## src/sv/bvs_pkg.sv

```systemverilog
package bvs_pkg;

	// Port field widths
	localparam int CMD_W  = 3;
	localparam int POS_W  = 11;
	localparam int DATA_W = 32;
	localparam int STAT_W = 2;
	localparam int CNT_W  = 11;

	// Parameter defaults
	localparam int DEPTH_DEF = 1024;
	localparam int WIDTH_DEF = 32;

	// Command codes
	localparam logic [CMD_W-1:0] CMD_PUSH_BACK  = 3'd0;
	localparam logic [CMD_W-1:0] CMD_INSERT     = 3'd1;
	localparam logic [CMD_W-1:0] CMD_POP_BACK   = 3'd2;
	localparam logic [CMD_W-1:0] CMD_READ_AT    = 3'd3;
	localparam logic [CMD_W-1:0] CMD_READ_FRONT = 3'd4;
	localparam logic [CMD_W-1:0] CMD_READ_BACK  = 3'd5;
	localparam logic [CMD_W-1:0] CMD_CLEAR      = 3'd6;

	// Status codes
	localparam logic [STAT_W-1:0] ST_OK    = 2'd0;
	localparam logic [STAT_W-1:0] ST_INDEX = 2'd1;
	localparam logic [STAT_W-1:0] ST_EMPTY = 2'd2;
	localparam logic [STAT_W-1:0] ST_FULL  = 2'd3;

	// Datapath operations issued by the controller
	typedef enum logic [2:0] {
		DP_NONE,
		DP_LATCH,
		DP_EXEC_SIMPLE,
		DP_RD_ISSUE,
		DP_RD_DONE,
		DP_SH_RD,
		DP_SH_WR,
		DP_INS_WR
	} dp_op_t;

	// Datapath status seen by the controller
	typedef struct packed {
		logic simple;       // finishes in one step: errors, push, pop, clear, unused code
		logic is_read;      // successful read_at, read_front or read_back
		logic needs_shift;  // insert below the current end
		logic ptr_at_pos;   // shift pointer reached the insert position
		logic out_free;     // result register can take a new result
	} dp_stat_t;

endpackage

```

## src/sv/bvs_ctrl.sv

```systemverilog
module bvs_ctrl (
	input  logic               clk,
	input  logic               arst_n,
	input  logic               in_valid,
	output logic               in_ready,
	input  bvs_pkg::dp_stat_t  stat,
	output bvs_pkg::dp_op_t    op
);
	import bvs_pkg::*;

	typedef enum logic [2:0] {
		S_IDLE,
		S_EXEC,
		S_RD,
		S_SH_RD,
		S_SH_WR,
		S_INS_WR
	} state_t;

	state_t state_q;
	state_t state_nxt;

	always_comb begin
		op        = DP_NONE;
		state_nxt = state_q;
		case (state_q)
			S_IDLE: begin
				if (in_valid) begin
					op        = DP_LATCH;
					state_nxt = S_EXEC;
				end
			end
			S_EXEC: begin
				// hold until the result register has room
				if (stat.out_free) begin
					if (stat.simple) begin
						op        = DP_EXEC_SIMPLE;
						state_nxt = S_IDLE;
					end else if (stat.is_read) begin
						op        = DP_RD_ISSUE;
						state_nxt = S_RD;
					end else if (stat.needs_shift) begin
						state_nxt = S_SH_RD;
					end else begin
						state_nxt = S_INS_WR;
					end
				end
			end
			S_RD: begin
				op        = DP_RD_DONE;
				state_nxt = S_IDLE;
			end
			S_SH_RD: begin
				op        = DP_SH_RD;
				state_nxt = S_SH_WR;
			end
			S_SH_WR: begin
				// move one element up, stop after the one at the insert position
				op        = DP_SH_WR;
				state_nxt = stat.ptr_at_pos ? S_INS_WR : S_SH_RD;
			end
			S_INS_WR: begin
				op        = DP_INS_WR;
				state_nxt = S_IDLE;
			end
			default: state_nxt = S_IDLE;
		endcase
	end

	always_ff @(posedge clk or negedge arst_n) begin
		if (!arst_n) begin
			state_q <= S_IDLE;
		end else begin
			state_q <= state_nxt;
		end
	end

	assign in_ready = (state_q == S_IDLE);

endmodule

```

## config.mk

```make
export PLATFORM = sky130hd
export DESIGN_NAME = bvs_ctrl
export DESIGN_NICKNAME = d
export VERILOG_FILES = /design/src/sv/bvs_pkg.sv /design/src/sv/bvs_ctrl.sv
export SDC_FILE = /design/constraint.sdc
export NUM_CORES = 1
export LEC_CHECK = 0
export BUFFER_PORTS_ARGS = -buffer_cell sky130_fd_sc_hd__buf_2
export CAP_MARGIN = 20
export CORE_AREA = 2 2 39 41
export DETAILED_ROUTE_END_ITERATION = 10
export DIE_AREA = 0 0 41 43
export GPL_TIMING_DRIVEN = 0
export PLACE_DENSITY = 0.44
export SYNTH_ARGS = -nofsm -noshare
export SYNTH_HDL_FRONTEND = slang
export SYNTH_SLANG_ARGS = --single-unit
```

## constraint.sdc

```tcl
create_clock -name clk -period 3.16 [get_ports clk]
set_input_delay 0.632 -clock clk [delete_from_list [all_inputs] [get_ports clk]]
set_output_delay 0.632 -clock clk [all_outputs]
set_load 0.03 [all_outputs]
```

=== Yosys cells after proc, flatten, opt, wreduce, memory -nomap -nowiden ===
Cells that the tools add are included.
W data, S select, Z words.

* $add $sub $neg: 0
* Multiply operators: 0
* Divide/modulo/power cells: 0
* Magnitude comparators: 0
* Equal/unequal tests: 7
* Shift operators: 0
* Muxes and demuxes: 12
* Bitwise gates (word level): 0
* Reduce and logical (&&, ||, !) cells: 2

{| class="wikitable"
|+ Operators with widths
! cell !! count
|-
| $mux W3 || 6
|-
| $pmux W3 S6 || 1
|-
| $pmux W3 S4 || 1
|-
| $eq A3 B2 Y1 const B || 2
|-
| $eq A3 B3 Y1 const B || 2
|-
| $mux W2 || 3
|-
| $ne A2 B2 Y1 const B || 2
|-
| $eq A3 B1 Y1 const B || 1
|-
| $logic_not A3 Y1 || 1
|-
| $reduce_and A2 Y1 || 1
|-
| $mux W1 || 1
|}

* Flip-flop bits (word level): 3
* Latch bits: 0
* Bits in writable memories: 0
* Bits in read-only memories: 0
* Input bits: 8
* Output and inout port bits: 4
* Word-level logic and storage cells: 22
* Memories: 0

=== Longest topological paths before layout ===
* Depth in word-level cells: 5
* Gate-level depth with buffers: 4
* Gate-level depth less buffers: 3

=== Least setup slack after synthesis ===
Ideal clock, no wire load.

* Kind: in2out
* Start point: input port in_valid
* End point: output port op[0]
* Arrival time: 1.523 ns
* Data required time: 2.528 ns
* Slack: 1.005 ns
* Stages: 3
* Path buffers: 0
* Cells stage by stage: nor3b_1 a21oi_1 o21ai_0

* Word-level cells in the longest chain between the ends: 2

{| class="wikitable"
|+ RTL lines
! what !! line !! text
|-
| from (decl) || bvs_ctrl.sv:4 || <nowiki>input logic in_valid,</nowiki>
|-
| $mux W1 || bvs_ctrl.sv:28 || <nowiki>if (in_valid) begin</nowiki>
|-
| $pmux W3 S6 || bvs_ctrl.sv:26 || <nowiki>case (state_q)</nowiki>
|-
| to (decl) || bvs_ctrl.sv:7 || <nowiki>output bvs_pkg::dp_op_t op</nowiki>
|}

No other way between the ends.

=== Worst setup path after layout ===
* Start point: input port stat[4] (netlist name)
* End point: output port op[1]

* Word-level cells in the longest chain between the ends: 3

{| class="wikitable"
|+ RTL lines
! what !! line !! text
|-
| from (decl) || bvs_ctrl.sv:6 || <nowiki>input bvs_pkg::dp_stat_t stat,</nowiki>
|-
| $mux W2 || bvs_ctrl.sv:36 || <nowiki>if (stat.simple) begin</nowiki>
|-
| $mux W2 || bvs_ctrl.sv:35 || <nowiki>if (stat.out_free) begin</nowiki>
|-
| $pmux W3 S6 || bvs_ctrl.sv:26 ||
|}

No other way between the ends.

==> metrics <==
crit path cell chain=buf_2 > o21ai_0 > or2_1 > a21oi_1 > buf_2; internal power=~0.17 mW; Setup crit start kind=input pin; global router's overall resource usage=between 8 and 9%; Worst Skew=approximately 1.8 ps; pin count of the biggest net entering global routing=11; Static Leak=about 0.18 nW; Largest Register=state_q; Detailed Route Iter0 Violations=8; worst min path class=in -> async; cell count after synthesis=33; worst reg2reg endpoint=state_q[1]$_DFFE_PN0P_; Synth area leader=dfrtp_1; final wirelength=~640 um; final setup vio count=0; Ant. Diodes=0; Die W=a little over 40 um; Post-synth EDFFs=0; WL met3=between 30 and 40 um; met1 wire length=roughly 300 um; Core Footprint=between 1000 and 1500 um2; Ports=12; combinational share of power=roughly three fifths; Tmin final=slightly above 2000 ps; Post-synth top cells=nor2_1, o21ai_0, a21oi_1, dfrtp_1; H-tree levels=1; Most Frequent Cell on Critical Path=buf_2; post_cts resized=0; postcts setup bufs=0; Peak VDD IR=0.192 mV; synth warn=0; vias after detailed routing=283; PD cells=between 800 and 900 nW/um2; Peak Freq=just under 0.5 GHz; RSZ-0062 raised after global routing=false; Clock Tree Buf Depth=2; initial antenna violation count=0; Met2 Routed Length=303 um; area grow syn2layout=39.5%; Final Slew Violations=0; status=complete, no violations; fin nets=57; worst-margin pin slew=between 300 and 400 ps; Clock Latency Late Sink=~230 ps; Final GP Congestion=between 0.7 and 0.8; Clk pin slew, worst setup/hold paths=40 ps; DP Area=332 um2; Synth cell types=19; Setup CP Type=in -> out; TNS Setup=0 ps; # hold bufs at CTS=0; max_slew headroom=about four fifths; site row count=14; die area=1760 um2; first-pass GRT wire length=~970 um; Post-Synthesis Cell Area=about 260 um2; CP required=approximately 2500 ps; syn_nets=41; most numerous cell in the Yosys netlist=nor2_1; Final period util=64.9%; register share of total power=20.5%; #FFs+latches synth=3; Sinks on Clock Net=3; Hold Violations, Final=0; Synth async-reset ratio=100%; clock root cell=clkbuf_4; storage element area=75.1 um2; Crit Path Max Fanout=3; critical path arrival=roughly 1400 ps; vias in the first global route=about 250; Worst path max stage delay=~230 ps; r2r setup slk=roughly 1900 ps; HPWL Detailed=491 um; cell area after layout=358 um2; NetSw=~0.15 mW; Synth top area share=between 20% and 30%; Clk pwr share=between 20% and 30%; synth top area cells=dfrtp_1, nor2_1, o21ai_0; Switching Fraction=between 40% and 50%; DR WL/cell=around 10 um; MaxCap Viol Count=0; Die H=about 43 um; largest registers=state_q (3); First-pass DRT Iterations=4; CP bufs+invs=2; # port buffers=11; Top Family by Delay on Critical Path=buffers and inverters; # fillers=around 160; Vias/cell=roughly 4.4; drc violations=0; Synth Flop Type=dfrtp_1; Largest register FFs=3; Post-DRT Antenna Nets=0; fraction of layout cells with a size suffix above 1=between 30% and 40%; slowest CP cell=or2_1; grt ovf=0; CTS tree=built; Synth Area per Inst=between 7 and 8 um2; r2r startpoint=state_q[2]$_DFFE_PN0P_; reg2reg path depth=4; uppermost layer routed=met3; total CTS buffers=3; area of the multi-input gates=between 150 and 200 um2; effective utilization at floorplan=roughly 19%; sequential element share of the synthesized area=just under 30%; CP Capture Type=primary output
-- cell families (layout without fill, tap and decap cells) --
family / count (synthesis) / after routing / share of synthesized area [%]
AND/OR/NAND/NOR: 14 / 14 / 29.8
buffers and inverters: 4 / 19 / 9.27
AO/OA/AOI/OAI: 11 / 11 / 28.3
XOR/XNOR: 1 / 1 / 3.42
flip-flops: 3 / 3 / 29.3
-- power groups by stage --
stage / Sequential, mW / Clock (mW) / Combinational [mW]
floorplan: 0.0604 / 0 / 0.143
global placement: 0.0653 / 0 / 0.185
detailed placement: 0.0653 / 0 / 0.185
CTS: 0.0649 / 0.0685 / 0.186
global route: 0.0665 / 0.0734 / 0.202
finish: 0.0646 / 0.0656 / 0.185
-- cell usage in the layout, fill, tap and decap left out, types with 2 or more instances in the layout --
master	instances
inv_1	2
a21oi_1	3
clkbuf_4	3
buf_2	12
o21ai_0	4
dfrtp_1	3
nor2_1	6
or2_1	2
-- worst max-delay path by stage --
| stage | startpoint | end | slack [ps] | depth (start not counted) |
|---|---|---|---|---|
| floorplan | in_valid | op[0] | 1010 | 3 |
| global placement | stat[4] | op[1] | 1120 | 5 |
| finish | stat[4] | op[1] | 1110 | 5 |
| CTS | stat[4] | op[1] | 1090 | 5 |
| detailed placement | stat[4] | op[1] | 1100 | 5 |
| global route | state_q[2]$_DFFE_PN0P_ | op[0] | 1010 | 5 |
-- stage by stage --
stage | instances | hold slack [ps] | power (mW) | setup slack (ps) | utilization [%]
2_1_floorplan | 33 | 336 | 0.203 | 1010 | -
3_3_place_gp | 60 | 428 | 0.250 | 1120 | 24.0
3_5_place_dp | 60 | 429 | 0.251 | 1100 | 24.0
4_1_cts | 64 | 183 | 0.319 | 1090 | 25.9
5_1_grt | 64 | 182 | 0.342 | 1010 | 25.9
6_report | 64 | 188 | 0.315 | 1110 | 25.9
-- layout make-up --
type                    instances  area share [%]
well taps                      16            5.59
multi-input cells              26            44.1
repair buffers                 11            15.4
flip-flops and latches          3            21.0
clock buffers                   4            7.34
inverters                       2            2.10
plain buffers                   2            4.55
-- routing by layer --
| layer | GRT usage (%) | vias up |
|---|---|---|
| met4 | 6.00 | 0 |
| met1 | 11.2 | 126 |
| li1 | - | 146 |
| met5 | 0 | - |
| met2 | 10.3 | 11 |
| met3 | 3.14 | 0 |
No activity file was read; power rests on OpenSTA's default activity.
